[src/hdl/jsu_pkg.sv]
// ----------------------------------------------------------------------------
// JSON string unescape package
// Item types, result codes and the UTF-8 encoder shared by the unescape block.
// ----------------------------------------------------------------------------
package jsu_pkg;

  localparam int unsigned MaxResults = 4;
  localparam int unsigned CntW       = $clog2(MaxResults + 1);

  typedef enum logic [1:0] {
    KIND_DATA  = 2'd0,
    KIND_DONE  = 2'd1,
    KIND_ERROR = 2'd2
  } kind_t;

  typedef enum logic [2:0] {
    ERR_NONE         = 3'd0,
    ERR_UNTERMINATED = 3'd1,
    ERR_ESCAPE       = 3'd2,
    ERR_HEX          = 3'd3,
    ERR_LOW          = 3'd4
  } err_t;

  typedef struct packed {
    logic [7:0] char_in;
    logic       end_of_input;
    logic [7:0] close_quote;
  } in_item_t;

  typedef struct packed {
    logic [7:0] out_byte;
    kind_t      kind;
    err_t       error_kind;
    logic       last;
  } out_item_t;

  typedef struct packed {
    logic [CntW-1:0]             cnt;
    logic [MaxResults-1:0][7:0]  bytes;
  } utf8_t;

  typedef struct packed {
    logic [CntW-1:0]             cnt;
    logic [MaxResults-1:0][7:0]  bytes;
    kind_t                       kind;
    err_t                        err;
  } grp_t;

  function automatic utf8_t utf8_encode(input logic [20:0] cp);
    utf8_t r;
    r = '0;
    priority if (cp <= 21'h00007F) begin
      r.cnt      = CntW'(1);
      r.bytes[0] = cp[7:0];
    end else if (cp <= 21'h0007FF) begin
      r.cnt      = CntW'(2);
      r.bytes[0] = 8'hC0 | {3'b000, cp[10:6]};
      r.bytes[1] = 8'h80 | {2'b00, cp[5:0]};
    end else if (cp <= 21'h00FFFF) begin
      r.cnt      = CntW'(3);
      r.bytes[0] = 8'hE0 | {4'b0000, cp[15:12]};
      r.bytes[1] = 8'h80 | {2'b00, cp[11:6]};
      r.bytes[2] = 8'h80 | {2'b00, cp[5:0]};
    end else begin
      r.cnt      = CntW'(4);
      r.bytes[0] = 8'hF0 | {5'b00000, cp[20:18]};
      r.bytes[1] = 8'h80 | {2'b00, cp[17:12]};
      r.bytes[2] = 8'h80 | {2'b00, cp[11:6]};
      r.bytes[3] = 8'h80 | {2'b00, cp[5:0]};
    end
    return r;
  endfunction

endpackage

[src/hdl/jsu_decode.sv]
// ----------------------------------------------------------------------------
// JSON string unescape decoder
// Holds the escape state and turns one registered item into a result group.
// ----------------------------------------------------------------------------
module jsu_decode import jsu_pkg::*; (
  input  logic     clk,
  input  logic     rst_n,
  input  in_item_t item,
  input  logic     adv,
  output grp_t     grp
);

  typedef enum logic [5:0] {
    MODE_NORMAL    = 6'b000001,
    MODE_ESC       = 6'b000010,
    MODE_HEX_FIRST = 6'b000100,
    MODE_WANT_BS   = 6'b001000,
    MODE_WANT_U    = 6'b010000,
    MODE_HEX_LOW   = 6'b100000
  } mode_t;

  localparam logic [7:0] ChQuote  = 8'h22;
  localparam logic [7:0] ChBslash = 8'h5C;
  localparam logic [7:0] ChSlash  = 8'h2F;
  localparam logic [7:0] ChB      = 8'h62;
  localparam logic [7:0] ChF      = 8'h66;
  localparam logic [7:0] ChN      = 8'h6E;
  localparam logic [7:0] ChR      = 8'h72;
  localparam logic [7:0] ChT      = 8'h74;
  localparam logic [7:0] ChU      = 8'h75;

  mode_t       mode_r, mode_nxt;
  logic [1:0]  hc_r, hc_nxt;
  logic [15:0] acc_r, acc_nxt;
  logic [9:0]  hs_r, hs_nxt;

  logic        hex_ok;
  logic [3:0]  hex_v;
  logic [15:0] code;
  logic        fin;
  kind_t       fin_kind;
  err_t        fin_err;
  utf8_t       enc;
  logic        enc_en;
  logic [20:0] enc_cp;

  always_comb begin
    hex_ok = 1'b1;
    hex_v  = 4'h0;
    if (item.char_in >= 8'h30 && item.char_in <= 8'h39) begin
      hex_v = item.char_in[3:0];
    end else if ((item.char_in >= 8'h61 && item.char_in <= 8'h66) ||
                 (item.char_in >= 8'h41 && item.char_in <= 8'h46)) begin
      hex_v = item.char_in[3:0] + 4'd9;
    end else begin
      hex_ok = 1'b0;
    end
  end

  assign code = {acc_r[11:0], hex_v};
  assign enc  = utf8_encode(enc_cp);

  always_comb begin
    grp      = '0;
    mode_nxt = mode_r;
    hc_nxt   = hc_r;
    acc_nxt  = acc_r;
    hs_nxt   = hs_r;
    fin      = 1'b0;
    fin_kind = KIND_ERROR;
    fin_err  = ERR_NONE;
    enc_en   = 1'b0;
    enc_cp   = {5'b00000, code};

    unique case (mode_r)
      MODE_ESC: begin
        if (item.end_of_input) begin
          fin     = 1'b1;
          fin_err = ERR_ESCAPE;
        end else begin
          grp.cnt  = CntW'(1);
          mode_nxt = MODE_NORMAL;
          unique case (item.char_in)
            ChQuote:  grp.bytes[0] = 8'h22;
            ChBslash: grp.bytes[0] = 8'h5C;
            ChSlash:  grp.bytes[0] = 8'h2F;
            ChB:      grp.bytes[0] = 8'h08;
            ChF:      grp.bytes[0] = 8'h0C;
            ChN:      grp.bytes[0] = 8'h0A;
            ChR:      grp.bytes[0] = 8'h0D;
            ChT:      grp.bytes[0] = 8'h09;
            ChU: begin
              grp.cnt  = '0;
              mode_nxt = MODE_HEX_FIRST;
              hc_nxt   = 2'd0;
              acc_nxt  = '0;
            end
            default: begin
              fin     = 1'b1;
              fin_err = ERR_ESCAPE;
            end
          endcase
        end
      end
      MODE_HEX_FIRST, MODE_HEX_LOW: begin
        if (item.end_of_input || !hex_ok) begin
          fin     = 1'b1;
          fin_err = ERR_HEX;
        end else if (hc_r != 2'd3) begin
          acc_nxt = code;
          hc_nxt  = hc_r + 2'd1;
        end else begin
          acc_nxt = '0;
          hc_nxt  = 2'd0;
          if (mode_r == MODE_HEX_FIRST) begin
            if (code >= 16'hD800 && code <= 16'hDBFF) begin
              hs_nxt   = code[9:0];
              mode_nxt = MODE_WANT_BS;
            end else begin
              enc_en   = 1'b1;
              mode_nxt = MODE_NORMAL;
            end
          end else if (code < 16'hDC00 || code > 16'hDFFF) begin
            fin     = 1'b1;
            fin_err = ERR_LOW;
          end else begin
            enc_en   = 1'b1;
            enc_cp   = {11'(hs_r) + 11'd64, code[9:0]};
            mode_nxt = MODE_NORMAL;
            hs_nxt   = '0;
          end
        end
      end
      MODE_WANT_BS: begin
        if (item.end_of_input || item.char_in != ChBslash) begin
          fin     = 1'b1;
          fin_err = ERR_LOW;
        end else begin
          mode_nxt = MODE_WANT_U;
        end
      end
      MODE_WANT_U: begin
        if (item.end_of_input || item.char_in != ChU) begin
          fin     = 1'b1;
          fin_err = ERR_LOW;
        end else begin
          mode_nxt = MODE_HEX_LOW;
          hc_nxt   = 2'd0;
          acc_nxt  = '0;
        end
      end
      default: begin
        if (item.end_of_input) begin
          fin     = 1'b1;
          fin_err = ERR_UNTERMINATED;
        end else if (item.char_in == item.close_quote) begin
          fin      = 1'b1;
          fin_kind = KIND_DONE;
        end else if (item.char_in == ChBslash) begin
          mode_nxt = MODE_ESC;
        end else begin
          mode_nxt     = MODE_NORMAL;
          grp.cnt      = CntW'(1);
          grp.bytes[0] = item.char_in;
        end
      end
    endcase

    if (enc_en) begin
      grp.cnt   = enc.cnt;
      grp.bytes = enc.bytes;
    end

    if (fin) begin
      grp.cnt   = CntW'(1);
      grp.bytes = '0;
      grp.kind  = fin_kind;
      grp.err   = fin_err;
      mode_nxt  = MODE_NORMAL;
      hc_nxt    = '0;
      acc_nxt   = '0;
      hs_nxt    = '0;
    end
  end

  always_ff @(posedge clk) begin
    if (!rst_n) begin
      mode_r <= MODE_NORMAL;
      hc_r   <= '0;
      acc_r  <= '0;
      hs_r   <= '0;
    end else if (adv) begin
      mode_r <= mode_nxt;
      hc_r   <= hc_nxt;
      acc_r  <= acc_nxt;
      hs_r   <= hs_nxt;
    end
  end

endmodule

[src/hdl/jsu_out_buf.sv]
// ----------------------------------------------------------------------------
// JSON string unescape result buffer
// Holds one result group and hands its items out one per cycle while out_stall is low.
// ----------------------------------------------------------------------------
module jsu_out_buf import jsu_pkg::*; (
  input  logic      clk,
  input  logic      rst_n,
  input  grp_t      grp,
  input  logic      load,
  output logic      free,
  output logic      out_valid,
  input  logic      out_stall,
  output out_item_t out_item
);

  logic [CntW-1:0]            cnt_r, cnt_nxt;
  logic [MaxResults-1:0][7:0] bytes_r, bytes_nxt;
  kind_t                      kind_r;
  err_t                       err_r;
  logic                       pop;

  assign out_valid = (cnt_r != '0);
  assign pop       = out_valid && !out_stall;
  assign free      = (cnt_r == '0) || (pop && cnt_r == CntW'(1));

  assign out_item.out_byte   = bytes_r[0];
  assign out_item.kind       = kind_r;
  assign out_item.error_kind = err_r;
  assign out_item.last       = (cnt_r == CntW'(1));

  always_comb begin
    cnt_nxt   = cnt_r;
    bytes_nxt = bytes_r;
    if (load) begin
      cnt_nxt   = grp.cnt;
      bytes_nxt = grp.bytes;
    end else if (pop) begin
      cnt_nxt   = cnt_r - CntW'(1);
      bytes_nxt = {8'h00, bytes_r[MaxResults-1:1]};
    end
  end

  always_ff @(posedge clk) begin
    if (!rst_n) begin
      cnt_r <= '0;
    end else begin
      cnt_r <= cnt_nxt;
    end
  end

  always_ff @(posedge clk) begin
    bytes_r <= bytes_nxt;
    if (load) begin
      kind_r <= grp.kind;
      err_r  <= grp.err;
    end
  end

  a_cnt_range: assert property (@(posedge clk) disable iff (!rst_n)
    cnt_r <= CntW'(MaxResults))
    else $error("result count out of range");

  a_final_single: assert property (@(posedge clk) disable iff (!rst_n)
    out_valid && out_item.kind != KIND_DATA |-> out_item.last)
    else $error("completion or error item is not the last of its group");

  a_load_free: assert property (@(posedge clk) disable iff (!rst_n)
    load |-> cnt_r == '0 || (pop && cnt_r == CntW'(1)))
    else $error("group loaded over pending items");

  a_drain: assert property (@(posedge clk) disable iff (!rst_n)
    pop && !load && cnt_r > CntW'(1) |=> out_valid)
    else $error("group lost items while draining");

endmodule

[src/hdl/json_string_unescape_utf8.sv]
// ----------------------------------------------------------------------------
// JSON string unescape to UTF-8
// Decodes a JSON string body, one character per item, into UTF-8 bytes.
// ----------------------------------------------------------------------------
// Usage: feed the characters that follow the opening quote on the in_
// channel, one item per character, with the closing quote byte in
// close_quote. Each item yields zero to four result items on the out_
// channel: data bytes, a completion item, or an error item. The final
// result item caused by an input item has last set.
// An input item is taken into an input register, decoded from there into
// a result group register once that register is free, and its results are
// driven out of that register. Items that yield at most one result flow at
// one item per cycle while out_stall is low. A group of more than one result
// holds the result register until it drains, so in_stall rises while it
// drains. A completion or an error returns the decoder to its reset state.
// Reset empties both registers and puts the decoder in normal character
// mode. When out_stall is high, the current result holds and the input
// side keeps taking items only until the input register is full.
// ----------------------------------------------------------------------------
module json_string_unescape_utf8 import jsu_pkg::*; (
  input  logic      clk,
  input  logic      rst_n,
  input  logic      in_valid,
  output logic      in_stall,
  input  in_item_t  in_item,
  output logic      out_valid,
  input  logic      out_stall,
  output out_item_t out_item
);

  logic     in_valid_r;
  in_item_t in_item_r;
  logic     accept;
  logic     adv;
  logic     free;
  grp_t     grp;

  assign adv      = in_valid_r && free;
  assign in_stall = in_valid_r && !free;
  assign accept   = in_valid && !in_stall;

  always_ff @(posedge clk) begin
    if (!rst_n) begin
      in_valid_r <= 1'b0;
    end else if (accept) begin
      in_valid_r <= 1'b1;
    end else if (adv) begin
      in_valid_r <= 1'b0;
    end
  end

  always_ff @(posedge clk) begin
    if (accept) begin
      in_item_r <= in_item;
    end
  end

  jsu_decode u_decode (
    .clk   (clk),
    .rst_n (rst_n),
    .item  (in_item_r),
    .adv   (adv),
    .grp   (grp)
  );

  jsu_out_buf u_out_buf (
    .clk       (clk),
    .rst_n     (rst_n),
    .grp       (grp),
    .load      (adv),
    .free      (free),
    .out_valid (out_valid),
    .out_stall (out_stall),
    .out_item  (out_item)
  );

endmodule

[config.mk]
export PLATFORM = sky130hd
export DESIGN_NAME = json_string_unescape_utf8
export DESIGN_NICKNAME = d
export VERILOG_FILES = /design/src/hdl/jsu_pkg.sv /design/src/hdl/jsu_decode.sv /design/src/hdl/jsu_out_buf.sv /design/src/hdl/json_string_unescape_utf8.sv
export SDC_FILE = /design/constraint.sdc
export NUM_CORES = 1
export LEC_CHECK = 0
export BUFFER_PORTS_ARGS = -buffer_cell sky130_fd_sc_hd__buf_4
export CAP_MARGIN = 10
export CORE_MARGIN = 8
export CORE_UTILIZATION = 65
export DETAILED_ROUTE_END_ITERATION = 7
export PLACE_DENSITY = 0.84
export SYNTH_ARGS = -nofsm -noshare
export SYNTH_HDL_FRONTEND = slang
export SYNTH_SLANG_ARGS = --single-unit
[constraint.sdc]
create_clock -name clk -period 7.9 [get_ports clk]
set_input_delay 1.58 -clock clk [delete_from_list [all_inputs] [get_ports clk]]
set_output_delay 1.58 -clock clk [all_outputs]
set_load 0.02 [all_outputs]
==> reports/metrics.cfg, run 1 <==
[yosys]
number_of_synthesized_flops_with_an_enable_pin = 51
synthesis.yosys.warnings = 0
ys_ff_latch = 85
synth_simple_gate_area_frac = 0.204
mappedNetlistArea_um2 = 4960
ys_types = 73
portion_of_synthesized_cell_area_occupied_by_the_leading_cell_type = 0.309
synthesis.nets = 552
post_synth.cell_area_avg_um2 = 9.50
synth_top_flop_cell = sky130_fd_sc_hd__edfxtp_1
synth_top_family_by_area = compound AO/OA/AOI/OAI gates
sequential_area_share_after_synthesis = 0.446
synthDominantAreaCellType = sky130_fd_sc_hd__edfxtp_1
synth_xor_area_frac = 0.0212
synth_mux_area_frac = 0.0429
synth_async_sr_flop_share = 0
postSynthCellCount = 522
synth_fa_ha_area_frac = 0.0227
synth.area.top_cells = sky130_fd_sc_hd__edfxtp_1 (31%), sky130_fd_sc_hd__dfxtp_1 (14%), sky130_fd_sc_hd__nand2_1 (4.3%)
synth-compound-area-share = 0.210

[place]
dp_hpwl_um = 9620
placed_cells_incl_taps = 625
dpl_worst_slack_ns = 3.40
placed_cell_area_um2 = 5210
finalWeightedCongestion = 0.972
io_buffers = 36

[cts]
clock_transition_at_path_regs_ns = 0.10
cts.path.max_buffers = 2
ctsRootBufferMaster = sky130_fd_sc_hd__clkbuf_8
insertion_delay_ns = 0.36
cts_max_level = 3
setup_repair_bufs_after_cts = 0
cts_tree = done
tritoncts.num_buffers = 9
cts.hold.buffers_added = 0
ctsResizeCount = 0
numClockSinks = 85

[power]
powerDensity_nw_per_um2 = 251
vdd_ir_drop_max_v = 0.000135
cellLeakagePower_uw = 0.00195

[floorplanning]
die_w_um = 103
floorplan.initialDensity = 0.656
die_area_um2 = 10700
core-area_um2 = 7570
floorplan.io_pins = 37
rows = 32
die_h_um = 103

[timing]
setup_slack_ns = 3.55
fmax_ghz = 0.230
fin_tns_setup_ns = 0
number_of_pins_exceeding_their_max_slew_limit_in_the_final_report = 0
post-route-period-util = 0.551
holdWs_ns = 0.479
rsz_0062_raised_after_global_routing = no
skew_ns = 0.0123
setup_viol_count_final = 0
period_minus_slack_ns = 4.35
timing.slew.headroom = 0.317
finalHoldViolations = 0
worst_pin_slew_ns = 1.02

[flow_run]
timing.max_cap.violations = 0

[global_routing]
global_route.overflow_total = 0
grt_pass1_wl_um = 21500
grt_use_total = 0.266
met3_usage = 0.0422
vias_in_the_first_global_route = 4007
use_met1 = 0.356
grt_max_degree = 37
initial_antenna_violation_count = 0
groute.layer.met2.usage = 0.420
most_utilized_layer_in_the_global_route_result = met2

[finish]
final.fill_count = 601
finish.instance_area_um2 = 5390
final-instance-count-excl-fill = 641
nNetsFinal = 564
synthToLayoutAreaGrowth_pct = 8.73
drive_above_1_share = 0.128
leading_cell_types_in_the_layout_fill_and_taps_excluded = sky130_fd_sc_hd__nand2_1 (57), sky130_fd_sc_hd__edfxtp_1 (51), sky130_fd_sc_hd__buf_4 (41)
most_common_library_cell_in_the_layout_ignoring_fill_and_taps = sky130_fd_sc_hd__nand2_1
antenna-diode-count = 0

[worst_setup_path]
crit_required_ns = 8.14
timing.reg2reg.worst_path_depth = 7
crit-reg2reg-launch = in_item_r[12]
critPathLaunch = in_item_r[12]
worstSetupEndpointType = flop
worst_ep_arrival_time_ns = 4.59
cpPeakStageDelay_ns = 0.74
launching_element_type_of_the_critical_path = flop
crit_path_max_fanout = 23
criticalPathCategory = reg2reg
worstPathCellList = or4b_4 -> or4_1 -> a2111o_1 -> a221o_1 -> or3_1 -> o31ai_1 -> a22o_1
timing.critical_path.slowest_stage_cell = sky130_fd_sc_hd__or3_1

[route]
wirelength_um = 13300
via_count = 4299
antenna_violating_nets_post_route = 0
detailedRoute.firstIterationViolations = 454
via_per_inst = 6.71
route.detailed.drc = 0
drt-wirelength-per-cell_um = 20.8
drt-pass1-iter-count = 5

[min_path]
depth_of_the_worst_hold_timing_path = 2
worst_hold_path_type = reg2reg
min_from = u_decode.hs_r[5]

[run_status]
run_status = complete, no violations

per-layer routing:
layer,up-vias,routed length (um)
li1,1998,-
met1,2050,5520
met2,212,6270
met3,39,1200
met4,0,339
met5,-,0
layout make-up:
class | count | area, um^2 | area share
clock buffer | 9 | 124 | 0.0230
clock inverter | 7 | 57.6 | 0.0107
inverter | 19 | 71.3 | 0.0132
multi-input combinational | 378 | 2490 | 0.462
sequential | 85 | 2210 | 0.410
tap | 102 | 128 | 0.0237
timing repair buffer | 41 | 308 | 0.0571
cells in the mapped netlist (14+ instances only):
library cell,count
sky130_fd_sc_hd__a21oi_1,22
sky130_fd_sc_hd__clkbuf_1,26
sky130_fd_sc_hd__dfxtp_1,34
sky130_fd_sc_hd__edfxtp_1,51
sky130_fd_sc_hd__inv_1,19
sky130_fd_sc_hd__mux2i_1,19
sky130_fd_sc_hd__nand2_1,57
sky130_fd_sc_hd__nand3_1,24
sky130_fd_sc_hd__nor2_1,35
sky130_fd_sc_hd__o21ai_0,16
sky130_fd_sc_hd__o21ai_1,14
cells by family (layout without fill, tap and decap cells):
family	Yosys count	count (layout)
buf+inv	59	76
compound gates	139	139
simple gates	197	197
fa+ha+maj	9	9
flops	85	85
mux	21	21
xor+xnor	12	12
per-stage QoR:
stage	utilization	total power (uW)
2_1_floorplan	-	956
3_3_place_gp	0.689	1060
3_5_place_dp	0.689	1070
4_1_cts	0.713	1350
5_1_grt	0.713	1410
6_report	0.713	1350
state kept, by name (all words and copies together) (netlist names):
| signal | flops |
|---|---|
| u_out_buf.bytes_r | 21 |
| in_item_r | 17 |
| u_decode.acc_r | 12 |
| u_decode.hs_r | 10 |
| u_out_buf.out_item | 8 |
| u_decode.mode_r | 6 |
| u_out_buf.cnt_r | 3 |
| u_out_buf.err_r | 3 |
| u_decode.hc_r | 2 |
| u_out_buf.kind_r | 2 |
| in_valid_r | 1 |
where the power goes:
part / internal (uW) / switching [uW]
logic: 144 / 252
registers: 619 / 49.5
clock network: 119 / 171
total: 882 / 473
final timing paths:
check	endpoint	slack, ns
setup / recovery	u_out_buf.out_item[9]	3.55
hold / removal	u_decode.hs_r[5]	0.48
setup reg to reg	u_out_buf.out_item[9]	3.55
hold reg to reg	u_decode.hs_r[5]	0.48
worst max-delay path: cells and delay by family, from the launching register on:
| kind | cells | cell delay [ns] |
|---|---|---|
| AO/OA/AOI/OAI | 4 | 1.68 |
| AND/OR/NAND/NOR | 3 | 1.94 |
| flip-flops | 1 | 0.60 |
(Power assumes the default switching activity.)
==> inputs of run 2 (changes only) <==
--- a/config.mk
+++ b/config.mk
@@ -8,9 +8,9 @@
 export BUFFER_PORTS_ARGS = -buffer_cell sky130_fd_sc_hd__buf_4
 export CAP_MARGIN = 10
 export CORE_MARGIN = 8
-export CORE_UTILIZATION = 65
+export CORE_UTILIZATION = 61
 export DETAILED_ROUTE_END_ITERATION = 7
-export PLACE_DENSITY = 0.84
+export PLACE_DENSITY = 0.8
 export SYNTH_ARGS = -nofsm -noshare
 export SYNTH_HDL_FRONTEND = slang
 export SYNTH_SLANG_ARGS = --single-unit
==> constraint.sdc (replaced) <==
create_clock -name clk -period 4.17 [get_ports clk]
set_input_delay 0.834 -clock clk [delete_from_list [all_inputs] [get_ports clk]]
set_output_delay 0.834 -clock clk [all_outputs]
set_load 0.02 [all_outputs]
==> run 2 against run 1 <==
Effect of this change: wire length increased by 0.70%; final cell count increased by 3.0%; critical path depth increased by 1; first-iteration DRC count increased by 11%; setup slack got worse by 3.3 ns; non-clock buffer count increased by 16; register-to-register slack got worse by 3.3 ns; total power increased by 95%; sequential power increased by 87%; count of clock-buffer cells in the layout unchanged; combinational power increased by 98%; design area increased by 2.8%; critical path type unchanged; largest cell class unchanged; largest power group unchanged; highest routed layer unchanged.
==> reports/metrics.cfg, run 2 (same netlist as run 1, synthesis figures left out) <==
[cts]
cts.path.max_buffers = 2
cts_tree = done
ctsResizeCount = 0
clock_transition_at_path_regs_ns = 0.10
cts_max_level = 3
cts.hold.buffers_added = 0
ctsRootBufferMaster = sky130_fd_sc_hd__clkbuf_8
setup_repair_bufs_after_cts = 0
tritoncts.num_buffers = 9
insertion_delay_ns = 0.36
numClockSinks = 85

[route]
met3WireLength_um = 1090
wirelength_um = 13400
highest_metal_layer_with_signal_wires = met4
detailedRoute.firstIterationViolations = 502
antenna_violating_nets_post_route = 0
route.met2.wl_um = 6020
route.detailed.drc = 0
drt-pass1-iter-count = 5
drt-wirelength-per-cell_um = 20.3
via_per_inst = 6.49
route.layer.met1.wl_um = 5870
via_count = 4284

[min_path]
depth_of_the_worst_hold_timing_path = 2
worst_hold_path_type = reg2reg
worst_hold_path.endpoint = u_decode.hs_r[5]
min_from = u_decode.hs_r[5]

[global_routing]
initial_antenna_violation_count = 0
vias_in_the_first_global_route = 3980
grt_max_degree = 37
global_route.overflow_total = 0
grt_use_total = 0.241
grt_pass1_wl_um = 21500

[floorplanning]
core-area_um2 = 8050
rows = 33
die_w_um = 106
floorplan.io_pins = 37
floorplan.initialDensity = 0.616
die_area_um2 = 11300
die_h_um = 106

[timing]
rsz_0062_raised_after_global_routing = no
fin_tns_setup_ns = 0
fmax_ghz = 0.257
post-route-period-util = 0.934
setup_viol_count_final = 0
period_minus_slack_ns = 3.89
number_of_pins_exceeding_their_max_slew_limit_in_the_final_report = 0
skew_ns = 0.0172
timing.slew.headroom = 0.321
finalHoldViolations = 0
worst_pin_slew_ns = 1.02
holdWs_ns = 0.482

[worst_setup_path]
criticalPathCategory = reg2reg
worstPathCellList = or4b_4 -> or4_1 -> a2111o_1 -> a221o_1 -> or3_1 -> buf_4 -> o211ai_1 -> o211ai_1
crit_path_max_fanout = 16
cpPeakStageDelay_ns = 0.62
crit-reg2reg-launch = in_item_r[13]
launching_element_type_of_the_critical_path = flop
path_buf_inv = 1
worst-r2r-setup-slack_ns = 0.28
cell_repeated_most_along_the_worst_path = sky130_fd_sc_hd__o211ai_1
worstSetupEndpointType = flop
worst_ep_arrival_time_ns = 4.00
crit-reg2reg-capture = u_out_buf.bytes_r[12]
crit_required_ns = 4.28
delay_heaviest_family_cp = simple AND/OR/NAND/NOR gates
timing.critical_path.slowest_stage_cell = sky130_fd_sc_hd__or3_1
timing.reg2reg.worst_path_depth = 8

[finish]
antenna-diode-count = 0
largest-register = u_out_buf.bytes_r
layout_top_registers = u_out_buf.bytes_r: 21 flops, in_item_r: 17 flops, u_decode.acc_r: 12 flops
largest_register_ff_count = 21
drive_above_1_share = 0.155
leading_cell_types_in_the_layout_fill_and_taps_excluded = sky130_fd_sc_hd__nand2_1 (57), sky130_fd_sc_hd__buf_4 (57), sky130_fd_sc_hd__edfxtp_1 (51)
final.fill_count = 628
synthToLayoutAreaGrowth_pct = 11.8
nNetsFinal = 580

[power]
cellLeakagePower_uw = 0.00205
fin_total_pwr_uw = 2650
powerDensity_nw_per_um2 = 478
vdd_ir_drop_max_v = 0.000223

[place]
dp_hpwl_um = 9760
finalWeightedCongestion = 0.938
io_buffers = 36

[run_status]
run_status = complete, no violations

[flow_run]
timing.max_cap.violations = 0

## run 2: cell types whose count changed in the layout (fill, tap and decap cells not counted), sizes merged
| cell | before | now |
|---|---|---|
| buf | 41 | 57 |
| bufinv | 0 | 1 |
| clkinv | 3 | 2 |
| clkinvlp | 1 | 0 |
| inv | 22 | 23 |
## run 2: how the worst max path moves through the flow
| stage | startpoint | endpoint | slack [ns] | cells past startpoint |
|---|---|---|---|---|
| after floorplan | in_item_r[9] | u_out_buf.out_item[11] | 0.46 | 13 |
| after global placement | in_item_r[13] | u_out_buf.bytes_r[12] | 0.40 | 8 |
| after detailed placement | in_item_r[13] | u_out_buf.bytes_r[12] | 0.34 | 8 |
| after CTS | in_item_r[13] | u_out_buf.bytes_r[12] | 0.29 | 8 |
| after global routing | in_item_r[13] | u_out_buf.bytes_r[12] | 0.12 | 8 |
| final | in_item_r[13] | u_out_buf.bytes_r[12] | 0.28 | 8 |
## run 2: cell type report
class	count	area [um^2]	share of cell area
Clock inverter	7	77.6	0.0140
Multi-Input combinational cell	378	2500	0.451
Sequential cell	85	2210	0.399
Clock buffer	9	124	0.0223
Tap cell	105	131	0.0237
Timing Repair Buffer	57	428	0.0772
Inverter	19	71.3	0.0129
## run 2: where the power goes
| group | internal, uW | switching [uW] | total (uW) | leakage [uW] |
|---|---|---|---|---|
| clock | 286 | 325 | 610 | 0.000106 |
| sequential | 1170 | 78.7 | 1250 | 0.000779 |
| combinational | 285 | 499 | 784 | 0.00116 |
| total | 1750 | 903 | 2650 | 0.00205 |
## run 2: stage by stage
stage | utilization | instances | worst slack, ns | instance area (um^2)
after floorplan | - | 522 | 0.464 | 4960
after global placement | 0.664 | 644 | 0.399 | 5340
after detailed placement | 0.664 | 644 | 0.336 | 5340
after CTS | 0.689 | 660 | 0.287 | 5550
after global routing | 0.689 | 660 | 0.120 | 5550
final | 0.689 | 660 | 0.277 | 5550
## run 2: tightest hold or removal path, delay by kind of cell (launching register included)
family           cells  cell delay [ns]
multiplexers         1             0.05
flip-flops           1             0.33
AND/OR/NAND/NOR      1             0.06
## run 2: routing by layer
layer | vias up | global-route usage
li1 | 2029 | -
met1 | 2015 | 0.330
met2 | 208 | 0.361
met3 | 32 | 0.0514
met4 | 0 | 0.0975
met5 | - | 0
